--- config.mk ---
export PLATFORM = sky130hd
export DESIGN_NAME = strict_delimiter_splitter_top
export DESIGN_NICKNAME = d
export VERILOG_FILES = /design/src/sv/sdsplit_pkg.sv /design/src/sv/strict_delimiter_splitter_top.sv /design/src/sv/sdsplit_cell.sv /design/src/sv/sdsplit_queue.sv
export SDC_FILE = /design/constraint.sdc
export NUM_CORES = 1
export LEC_CHECK = 0
export BUFFER_PORTS_ARGS = -buffer_cell sky130_fd_sc_hd__buf_2
export CORE_MARGIN = 5
export CORE_UTILIZATION = 68
export DETAILED_ROUTE_END_ITERATION = 10
export PLACE_DENSITY = 0.89
export SLEW_MARGIN = 20
export SYNTH_ARGS = -nofsm -noshare
export SYNTH_HDL_FRONTEND = slang
export SYNTH_HIERARCHICAL = 1
export SYNTH_SLANG_ARGS = --single-unit
--- constraint.sdc ---
create_clock -name clk -period 25.9 [get_ports clk]
set_input_delay 2.59 -clock clk [delete_from_list [all_inputs] [get_ports clk]]
set_output_delay 2.59 -clock clk [all_outputs]
set_load 0.005 [all_outputs]
--- src/sv/sdsplit_pkg.sv ---
// Shared types, constants and helper functions for the delimiter splitter.
`default_nettype none

package sdsplit_pkg;

  // Default sizing of the block.
  localparam int MAX_DELIM_DEF = 4;
  localparam int POS_BITS_DEF  = 16;

  // Width of the delimiter register and of the output fields.
  localparam int DELIM_W = 32;
  localparam int FIELD_W = 16;

  // Configuration register indexes.
  localparam logic [1:0] REG_DELIM_BYTES  = 2'd0;
  localparam logic [1:0] REG_DELIM_LENGTH = 2'd1;
  localparam logic [1:0] REG_STRICT_MODE  = 2'd2;

  // Result queue sizing.
  localparam int QDEPTH = 4;
  localparam int QPTR_W = $clog2(QDEPTH);
  localparam int QCNT_W = $clog2(QDEPTH + 1);

  // One input transaction.
  typedef struct packed {
    logic [7:0] char_in;
    logic       end_of_string;
  } in_item_t;

  // One result transaction.
  typedef struct packed {
    logic [FIELD_W-1:0] token_offset;
    logic [FIELD_W-1:0] token_length;
    logic               final_token;
  } out_item_t;

  // Control from the top level to every history cell.
  typedef struct packed {
    logic shift;
    logic clear;
  } cell_ctl_t;

  // Up to two results pushed into the queue in one cycle; slot a goes first.
  typedef struct packed {
    logic      a_valid;
    logic      b_valid;
    out_item_t a;
    out_item_t b;
  } q_push_t;

  // Delimiter byte k; positions past the fourth byte read as zero.
  function automatic logic [7:0] delim_byte(input logic [DELIM_W-1:0] bytes,
                                            input logic [3:0] idx);
    logic [DELIM_W-1:0] sh;
    sh = bytes >> {idx[1:0], 3'b000};
    return (idx[3:2] != 2'b00) ? 8'h00 : sh[7:0];
  endfunction

endpackage

`default_nettype wire

--- src/sv/strict_delimiter_splitter_top.sv ---
// Top level of the multi-byte delimiter splitter.
`default_nettype none

// The block takes one string byte per cycle while the queue has room and reports a token
// (start offset and length) for every delimiter match, plus a final remainder token on
// the last byte. Past bytes live in a row of MAX_DELIM history cells that shift on each
// accepted transaction and compare against the delimiter in parallel, so a byte can be
// taken every cycle. Results are registered in a four-entry queue and leave one per
// cycle while out_ready is high; input is taken while the queue has two free entries,
// so a byte that yields two results (a split and the final token) takes two entries.
// In strict mode a match is reported when the following byte arrives, or at once on
// the final byte. Configuration writes take effect in the next cycle.
module strict_delimiter_splitter_top #(
  parameter int MAX_DELIM = sdsplit_pkg::MAX_DELIM_DEF,
  parameter int POS_BITS  = sdsplit_pkg::POS_BITS_DEF
) (
  input  wire logic                              clk,
  input  wire logic                              rst,
  input  wire logic                              in_valid,
  output logic                                   in_ready,
  input  wire sdsplit_pkg::in_item_t             in_data,
  output logic                                   out_valid,
  input  wire logic                              out_ready,
  output sdsplit_pkg::out_item_t                 out_data,
  input  wire logic                              cfg_we,
  input  wire logic [1:0]                        cfg_index,
  input  wire logic [sdsplit_pkg::DELIM_W-1:0]   cfg_wdata
);

  localparam int LW    = $clog2(MAX_DELIM + 1);
  localparam int CMP_W = (LW > 3) ? LW : 3;
  localparam int PW    = POS_BITS;
  localparam logic [PW-1:0] POS_MAX = '1;

  // Configuration registers.
  logic [sdsplit_pkg::DELIM_W-1:0] delimiter_bytes;
  logic [2:0]                      delimiter_length;
  logic                            strict_mode;

  // String state.
  logic [PW-1:0] byte_position;
  logic [PW-1:0] current_start;
  logic          match_waiting;
  logic [PW-1:0] waiting_match_pos;

  logic                   accept;
  logic                   eos;
  logic [7:0]             ch;
  logic [LW-1:0]          lclip;
  logic [CMP_W-1:0]       dl_ext;
  logic                   len_nz;
  logic [7:0]             last;
  logic [PW-1:0]          len_pos;
  logic [PW-1:0]          lm1_pos;
  logic [PW:0]            count_sum;
  logic [PW-1:0]          count;
  logic [7:0]             new_byte [MAX_DELIM+1];
  logic [7:0]             held     [MAX_DELIM];
  logic [MAX_DELIM-1:0]   eq;
  logic [7:0]             before_byte;
  logic                   hit;
  logic                   before_bad;
  logic [PW-1:0]          start;
  logic                   wait_take;
  logic                   new_split;
  logic                   set_wait;
  logic                   split_valid;
  logic [PW-1:0]          split_pos;
  logic [PW-1:0]          tok_len;
  logic [PW:0]            end_sum;
  logic [PW-1:0]          split_end;
  logic [PW-1:0]          cs_after;
  logic [PW-1:0]          rem_len;
  logic                   room;
  sdsplit_pkg::cell_ctl_t ctl;
  sdsplit_pkg::out_item_t split_item;
  sdsplit_pkg::out_item_t final_item;
  sdsplit_pkg::q_push_t   push;

  assign ch       = in_data.char_in;
  assign eos      = in_data.end_of_string;
  assign in_ready = room;
  assign accept   = in_valid && in_ready;

  // Configuration write port.
  always_ff @(posedge clk) begin
    if (rst) begin
      delimiter_bytes  <= '0;
      delimiter_length <= 3'd1;
      strict_mode      <= 1'b0;
    end else if (cfg_we) begin
      case (cfg_index)
        sdsplit_pkg::REG_DELIM_BYTES:  delimiter_bytes  <= cfg_wdata;
        sdsplit_pkg::REG_DELIM_LENGTH: delimiter_length <= cfg_wdata[2:0];
        sdsplit_pkg::REG_STRICT_MODE:  strict_mode      <= cfg_wdata[0];
        default: ;
      endcase
    end
  end

  // Effective length, clipped to the number of cells, and the last delimiter byte.
  always_comb begin
    dl_ext  = CMP_W'(delimiter_length);
    lclip   = (dl_ext > CMP_W'(MAX_DELIM)) ? LW'(MAX_DELIM) : LW'(dl_ext);
    len_nz  = (lclip != '0);
    last    = len_nz ? sdsplit_pkg::delim_byte(delimiter_bytes, 4'(lclip - LW'(1)))
                     : 8'h00;
    len_pos = PW'(lclip);
    lm1_pos = len_pos - PW'(1);
  end

  // Byte count including this byte, saturating.
  always_comb begin
    count_sum = {1'b0, byte_position} + (PW+1)'(1);
    count     = count_sum[PW] ? POS_MAX : count_sum[PW-1:0];
  end

  // History cell chain: cell k sees the byte that will become history entry k.
  assign ctl.shift   = accept;
  assign ctl.clear   = accept && eos;
  assign new_byte[0] = ch;

  for (genvar k = 0; k < MAX_DELIM; k++) begin : g_cell
    sdsplit_cell #(
      .IDX (k),
      .LW  (LW)
    ) u_cell (
      .clk             (clk),
      .rst             (rst),
      .ctl             (ctl),
      .in_byte         (new_byte[k]),
      .len             (lclip),
      .delimiter_bytes (delimiter_bytes),
      .held            (held[k]),
      .eq              (eq[k])
    );
    assign new_byte[k+1] = held[k];
  end

  // The byte just before a match of the current length.
  always_comb begin
    before_byte = 8'h00;
    for (int k = 0; k < MAX_DELIM; k++) begin
      if (lclip == LW'(k + 1)) begin
        before_byte = held[k];
      end
    end
  end

  // Match detection and the strict-mode decisions.
  always_comb begin
    hit         = len_nz && (count >= len_pos) && (&eq);
    before_bad  = (count > len_pos) && (before_byte == last);
    start       = (byte_position >= lm1_pos) ? byte_position - lm1_pos : '0;
    wait_take   = match_waiting && len_nz && (ch != last);
    new_split   = hit && (!strict_mode || (!before_bad && eos));
    set_wait    = hit && strict_mode && !before_bad && !eos;
    split_valid = wait_take || new_split;
    split_pos   = wait_take ? waiting_match_pos : start;
  end

  // Token arithmetic: split token, new start and remainder.
  always_comb begin
    tok_len   = (split_pos >= current_start) ? split_pos - current_start : '0;
    end_sum   = {1'b0, split_pos} + {1'b0, len_pos};
    split_end = end_sum[PW] ? POS_MAX : end_sum[PW-1:0];
    cs_after  = split_valid ? split_end : current_start;
    rem_len   = (count >= cs_after) ? count - cs_after : '0;
  end

  // Results for the queue, split token ahead of the final token.
  always_comb begin
    split_item.token_offset = sdsplit_pkg::FIELD_W'(current_start);
    split_item.token_length = sdsplit_pkg::FIELD_W'(tok_len);
    split_item.final_token  = 1'b0;
    final_item.token_offset = sdsplit_pkg::FIELD_W'(cs_after);
    final_item.token_length = sdsplit_pkg::FIELD_W'(rem_len);
    final_item.final_token  = 1'b1;
    push.a_valid = accept && (split_valid || eos);
    push.b_valid = accept && split_valid && eos;
    push.a       = split_valid ? split_item : final_item;
    push.b       = final_item;
  end

  // String state update.
  always_ff @(posedge clk) begin
    if (rst) begin
      byte_position     <= '0;
      current_start     <= '0;
      match_waiting     <= 1'b0;
      waiting_match_pos <= '0;
    end else if (accept) begin
      if (eos) begin
        byte_position     <= '0;
        current_start     <= '0;
        match_waiting     <= 1'b0;
        waiting_match_pos <= '0;
      end else begin
        byte_position <= count;
        current_start <= cs_after;
        match_waiting <= set_wait;
        if (set_wait) begin
          waiting_match_pos <= start;
        end
      end
    end
  end

  sdsplit_queue u_queue (
    .clk       (clk),
    .rst       (rst),
    .push      (push),
    .room      (room),
    .out_valid (out_valid),
    .out_ready (out_ready),
    .out_data  (out_data)
  );

endmodule

`default_nettype wire

--- src/sv/sdsplit_cell.sv ---
// One history cell: holds one past byte and compares its incoming byte.
`default_nettype none

module sdsplit_cell #(
  parameter int IDX = 0,
  parameter int LW  = 3
) (
  input  wire logic                               clk,
  input  wire logic                               rst,
  input  wire sdsplit_pkg::cell_ctl_t             ctl,
  input  wire logic [7:0]                         in_byte,
  input  wire logic [LW-1:0]                      len,
  input  wire logic [sdsplit_pkg::DELIM_W-1:0]    delimiter_bytes,
  output logic [7:0]                              held,
  output logic                                    eq
);

  localparam logic [LW-1:0] IDX_L = LW'(IDX);

  logic [LW-1:0] didx;

  // Byte register, shifted toward the next cell on every accepted transaction.
  always_ff @(posedge clk) begin
    if (rst || ctl.clear) begin
      held <= 8'h00;
    end else if (ctl.shift) begin
      held <= in_byte;
    end
  end

  // This cell checks delimiter byte len-1-IDX; cells past the length always agree.
  always_comb begin
    didx = len - IDX_L - LW'(1);
    if (len <= IDX_L) begin
      eq = 1'b1;
    end else begin
      eq = (in_byte == sdsplit_pkg::delim_byte(delimiter_bytes, 4'(didx)));
    end
  end

endmodule

`default_nettype wire

--- src/sv/sdsplit_queue.sv ---
// Small result queue: up to two in a cycle, one out while out_ready is high.
`default_nettype none

module sdsplit_queue (
  input  wire logic                    clk,
  input  wire logic                    rst,
  input  wire sdsplit_pkg::q_push_t    push,
  output logic                         room,
  output logic                         out_valid,
  input  wire logic                    out_ready,
  output sdsplit_pkg::out_item_t       out_data
);

  sdsplit_pkg::out_item_t slots [sdsplit_pkg::QDEPTH];

  logic [sdsplit_pkg::QPTR_W-1:0] head;
  logic [sdsplit_pkg::QPTR_W-1:0] tail;
  logic [sdsplit_pkg::QCNT_W-1:0] count;
  logic [sdsplit_pkg::QPTR_W-1:0] tail_next;
  logic [sdsplit_pkg::QCNT_W-1:0] count_next;
  logic                           pop;

  assign pop       = out_valid && out_ready;
  assign out_valid = (count != '0);
  assign out_data  = slots[head];
  assign room      = (count <= sdsplit_pkg::QCNT_W'(sdsplit_pkg::QDEPTH - 2));

  // Pointer and fill bookkeeping.
  always_comb begin
    tail_next  = tail + sdsplit_pkg::QPTR_W'(push.a_valid)
                      + sdsplit_pkg::QPTR_W'(push.b_valid);
    count_next = count + sdsplit_pkg::QCNT_W'(push.a_valid)
                       + sdsplit_pkg::QCNT_W'(push.b_valid)
                       - sdsplit_pkg::QCNT_W'(pop);
  end

  always_ff @(posedge clk) begin
    if (rst) begin
      head  <= '0;
      tail  <= '0;
      count <= '0;
    end else begin
      tail  <= tail_next;
      count <= count_next;
      if (pop) begin
        head <= head + sdsplit_pkg::QPTR_W'(1);
      end
    end
  end

  // Storage writes; slot b lands right behind slot a.
  always_ff @(posedge clk) begin
    if (push.a_valid) begin
      slots[tail] <= push.a;
    end
    if (push.b_valid) begin
      slots[tail + sdsplit_pkg::QPTR_W'(1)] <= push.b;
    end
  end

endmodule

`default_nettype wire

=== Yosys cells after proc, flatten, opt, wreduce, memory -nomap -nowiden ===
Memory sizes are Yosys's and may differ from the RTL's. A register that Yosys moved wholly into a read port is not among the register bits.
Cells that the tools add are included.

* Flip-flop bits (word level): 124
* RAM bits: 132
* Input bits: 48
* Logic and storage cells: 130
* Memories: 1

* $add $sub $neg: 20
* Order comparisons: 11
* Equal/unequal tests: 12
* Shift operators: 5
* Multiplexer cells: 34
* Reduce and logical (&&, ||, !) cells: 33

{| class="wikitable"
|+ Memory list
! memory !! depth !! width !! rd ports !! clocked after Yosys merged registers in !! wr ports !! line !! source
|-
| u_queue.slots || 4 || 33 || 1 || 1 || 2 || sdsplit_queue.sv:14 || <nowiki>sdsplit_pkg::out_item_t slots [sdsplit_pkg::QDEPTH];</nowiki>
|}

{| class="wikitable"
|+ Operators by type and width
! cell !! number
|-
| 16-bit two-way mux || 11
|-
| 32-bit by 5-bit right shift with 8-bit output || 5
|-
| 8-bit two-way mux || 10
|-
| 16-bit greater-or-equal comparator || 3
|-
| 16-bit subtractor || 3
|-
| 8-bit equality test || 5
|-
| 33-bit two-way mux || 1
|-
| 16-bit by 1-bit adder with 17-bit output, second input constant || 1
|-
| 16-bit by 3-bit adder with 17-bit output || 1
|-
| 16-bit by 3-bit greater-or-equal comparator with 1-bit output || 1
|-
| 16-bit by 3-bit greater-than comparator with 1-bit output || 1
|-
| 1-bit logical AND || 16
|-
| 3-bit by 1-bit subtractor with 3-bit output, second input constant || 4
|-
| 3-bit by 2-bit <= comparator with 1-bit output, second input constant || 3
|-
| 1-bit two-way mux || 9
|-
| 8-bit inequality test || 1
|-
| 2-bit AND reduction || 4
|-
| 3-bit by 1-bit subtractor with 4-bit output, second input constant || 2
|-
| 3-bit by 1-bit adder with 3-bit output || 2
|-
| 3-bit by 2-bit equality test with 1-bit output, second input constant || 2
|-
| 3-bit by 1-bit <= comparator with 1-bit output, second input constant || 2
|-
| 3-bit nonzero test || 2
|-
| 3-bit by 2-bit subtractor with 3-bit output, second input constant || 2
|-
| 2-bit by 1-bit adder with 2-bit output || 2
|-
| other kinds (14) || 22
|}

=== Logic depth before layout (Yosys ltp) ===
* Depth in word-level cells: 19
* Gate-level depth with buffers: 42

=== Hierarchy ===
Netlist, hierarchy kept.

{| class="wikitable"
|+ Modules (own cells, without submodules)
! module !! instances !! cells each !! area each (sq um)
|-
| strict_delimiter_splitter_top || 1 || 1176 || 8453.1
|-
| sdsplit_queue || 1 || 369 || 6861.6
|-
| sdsplit_cell at g_cell[2].u_cell || 1 || 70 || 728.2
|-
| sdsplit_cell at g_cell[1].u_cell || 1 || 75 || 723.2
|-
| sdsplit_cell at g_cell[0].u_cell || 1 || 74 || 701.9
|-
| sdsplit_cell at g_cell[3].u_cell || 1 || 51 || 614.3
|}

=== Worst setup path before layout ===
OpenSTA, ideal clock, no wires.

* Path type: input -> register
* From: input port in_data[2] in the netlist's numbering
* To: memory u_queue/slots[0][16] in the netlist's numbering (data pin)
* Setup time: 260 ps
* Arrival time: 8956 ps
* Data required time: 25640 ps
* Setup slack: 16684 ps
* Stages on the path: 31
* Buffers on the path: 5
* Path through: or3_1 -> nand4b_1 -> nor4_1 -> nor2_1 -> clkbuf_1 -> clkbuf_1 -> buf_1 -> nand2_1 -> o31ai_1 -> ha_1 -> fa_1 -> a21o_1 -> nor4b_2 -> or4b_1 -> nor2_1 -> a21oi_1 -> or3_1 -> and2_0 -> clkbuf_1 -> a22oi_1 -> inv_1 -> ha_1 -> a21o_1 -> a21oi_1 -> o21ai_0 -> a211oi_2 -> inv_2 -> o31ai_4 -> buf_6 -> o32ai_1 -> mux2_2

{| class="wikitable"
|+ RTL lines
! item !! line !! source
|-
| start, declared || strict_delimiter_splitter_top.sv:21 || <nowiki>input wire sdsplit_pkg::in_item_t in_data,</nowiki>
|-
| end, declared || sdsplit_queue.sv:14 ||
|}

==> metrics.md <==
| Metric | Value |
|---|---|
| Status | `finished, final reports clean` |
| CTS Sinks | `258` |
| Post-synth EDFFs | `132` |
| Antenna fix cells | `0` |
| Fin area | `19500 sq um` |
| Ys flop type | `edfxtp_1` |
| Most frequent cells in the layout | `162 x nor2_1, 151 x nand2_1, 141 x mux2_2` |
| WP data required | `26.22 ns` |
| Clock root buffer | `clkbuf_16` |
| Worst slew margin | `25.0%` |
| Slew Limit Fails | `0` |
| Largest net degree at the start of global routing | `64` |
| Drt drc | `0` |
| Fin util | `74.5%` |
| CTS max path bufs | `3` |
| Worst path arrival time | `11.03 ns` |
| Maxcap violations | `0` |
| Proportion of layout cells with a drive suffix above 1 | `20.9%` |
| Initial Util | `69.2%` |
| CTS tree | `done` |
| # setup viols final | `0` |
| Commonest non-fill, non-tap cell in the layout | `nor2_1` |
| Tcrit/Tclk final | `41.4%` |
| Layout net count | `1946` |
| Peak VDD IR | `0.0664 mV` |
| Post-CTS setup buffer count | `0` |
| Clock slew at reported path FFs | `0.06 ns` |
| Syn-to-layout area delta | `7.62%` |
| I/O pin total | `83` |
| DPL Wire Length | `36.2 mm` |
| Static leakage | `7.62 nW` |
| Min Tclk post-route | `10.71 ns` |
| Register area share after synthesis | `35.9%` |
| GRT Total Usage | `32.5%` |
| WL final | `51.0 mm` |
| Fillers | `1792` |
| # resized after CTS | `0` |
| Die Span Y | `173 um` |
| Fmax | `93.3 MHz` |
| Critical path's largest stage delay | `0.91 ns` |
| H-tree depth | `1` |
| Final TNS setup | `0 ns` |
| CP startpoint kind | `flip-flop` |
| Vias/cell | `6.90` |
| Core area | `26100 sq um` |
| Async SR Flop Fraction | `0%` |
| Placed cell areas | `18500 sq um` |
| Total number of vias | `15039` |
| Unrepaired setup endpoints after global routing | `false` |
| Vias in the first global route | `14469` |
| Number of buffers created by CTS | `27` |
| Area of the die | `30000 sq um` |
| Min-delay worst type | `reg -> reg` |
| Synth unique cells | `91` |
| Post-route ant nets | `0` |
| Yosys warnings | `6` |
| Fin Clk Skew | `0.0267 ns` |
| Critical path class | `reg -> reg` |
| Router iterations before antenna repair | `6` |
| Worst Tran Pin Value | `1.13 ns` |
| CTS Hold Bufs | `0` |
| Worst-path fanout max | `30` |
| Final GP Congestion | `0.952` |
| Port Buf Inserts | `82` |
| First DRT Iteration DRCs | `1894` |
| Post-Synthesis Cells | `1815` |
| First-pass GRT wire length | `79.7 mm` |
| Post-Syn Area | `18100 sq um` |
| Seq cells post-synth | `258` |
| Syn Area/Cell | `9.96 sq um` |
| # rows | `59` |
| Most frequent CP cell | `ha_1` |
| Slowest CP cell | `dfxtp_1` |
| Clk_lat worst skew | `0.58 ns` |
| Initial antenna violation count | `0` |
| DIE WIDTH | `173 um` |
| Final hold vios | `0` |
| Pwr dens | `79.0 nW/um^2` |
| Wire per inst | `23.4 um` |
| GRT overflow | `0` |
| Crit end category | `flip-flop` |
-- final cells by class --
type | count | area (sq um) | area share [%]
Multi-Input combinational cell | 1346 | 10700 | 55.2
Clock buffer | 35 | 757 | 3.89
Sequential cell | 258 | 6490 | 33.3
Clock inverter | 15 | 130 | 0.669
Tap cell | 335 | 419 | 2.15
Timing Repair Buffer | 102 | 589 | 3.03
Inverter | 90 | 338 | 1.74
-- routing by layer --
| metal | wire length [um] | vias to the layer above | track usage (%) |
|---|---|---|---|
| met5 | 0 | - | 0 |
| met4 | 2830 | 0 | 14.7 |
| met3 | 4340 | 168 | 4.32 |
| met2 | 24400 | 872 | 54.8 |
| met1 | 19500 | 7226 | 42.2 |
| li1 | - | 6773 | - |
-- synthesized netlist by cell type (7+ instances only) --
master    number  area [sq um]
a211o_1       11          96.3
a211oi_1       8          60.1
a21o_1        25           188
a21oi_1       90           450
a22oi_1       72           541
a31oi_1       15          93.8
and2_1        10          62.6
and3_1        15          93.8
buf_1          8          30.0
buf_2         21           105
buf_4          8          60.1
buf_6          8          90.1
clkbuf_1      78           293
dfxtp_1      126          2520
edfxtp_1     132          3960
fa_1           7           140
ha_1          66           826
inv_1         88           330
mux2_2       141          1590
mux2i_1       61           611
mux4_1         9           236
mux4_2        56          1260
nand2_1      151           567
nand2b_1      13          81.3
nand3_1       32           160
nand3b_1      10          75.1
nand4_1       29           181
nor2_1       165           619
nor2b_1       20           125
nor3_1        31           155
o21ai_0       49           245
o32ai_1       15           131
or2_2          9          56.3
or3_1         13          81.3
xnor2_1       60           526
xor2_1        30           263
-- state kept, by name, summed over array words and instances (netlist names), 2 cells and up, named ones only --
| name | cells |
|---|---|
| u_queue/slots | 132 |
| delimiter_bytes | 32 |
| g_cell.u_cell/held | 32 |
| byte_position | 16 |
| current_start | 16 |
| waiting_match_pos | 16 |
| delimiter_length | 3 |
| u_queue/count | 3 |
| u_queue/head | 2 |
| u_queue/tail | 2 |
-- through the flow --
step	std cells	hold slack [ns]	total power, mW	setup WS [ns]
2_1_floorplan	1818	0.457	0.959	16.68
3_3_place_gp	2128	0.476	1.11	15.66
3_5_place_dp	2128	0.486	1.13	15.17
4_1_cts	2178	0.500	1.52	15.15
5_1_grt	2181	0.520	1.60	14.63
6_report	2181	0.497	1.54	15.19
-- critical path: cells and delay by family, from the launching register on --
family                   cells  cell delay [ns]
flip-flops                   1             0.91
multiplexers                 3             0.89
adder cells (fa/ha/maj)      4             1.77
buffers and inverters        5             0.93
AND/OR/NAND/NOR              9             2.91
AO/OA/AOI/OAI               11             3.00
-- power by group --
group          total, mW  internal (mW)  leakage [nW]  switching, mW
Clock              0.390          0.218         0.428          0.172
Combinational      0.642          0.266          4.96          0.376
Sequential         0.506          0.482          2.23         0.0237
-- logic make-up after synthesis --
| logic type | after synthesis | synth area share [%] |
|---|---|---|
| XOR/XNOR | 90 | 4.36 |
| multiplexers | 271 | 20.7 |
| buffers and inverters | 214 | 5.09 |
| adder cells (fa/ha/maj) | 74 | 5.40 |
| flip-flops | 258 | 35.9 |
| other | 1 | 0.0207 |
| AO/OA/AOI/OAI | 368 | 13.9 |
| AND/OR/NAND/NOR | 539 | 14.7 |
-- worst paths after layout --
kind                                                from  depth (start not counted)  slack (ns)                       end
worst max register to register       delimiter_length[2]                         32       15.19      u_queue/slots[1][10]
worst max-delay path                 delimiter_length[2]                         32       15.19      u_queue/slots[1][10]
worst min-delay path            g_cell[3].u_cell/held[4]                          2        0.50  g_cell[3].u_cell/held[4]
worst min register to register  g_cell[3].u_cell/held[4]                          2        0.50  g_cell[3].u_cell/held[4]
No activity file was read; power rests on OpenSTA's default activity.
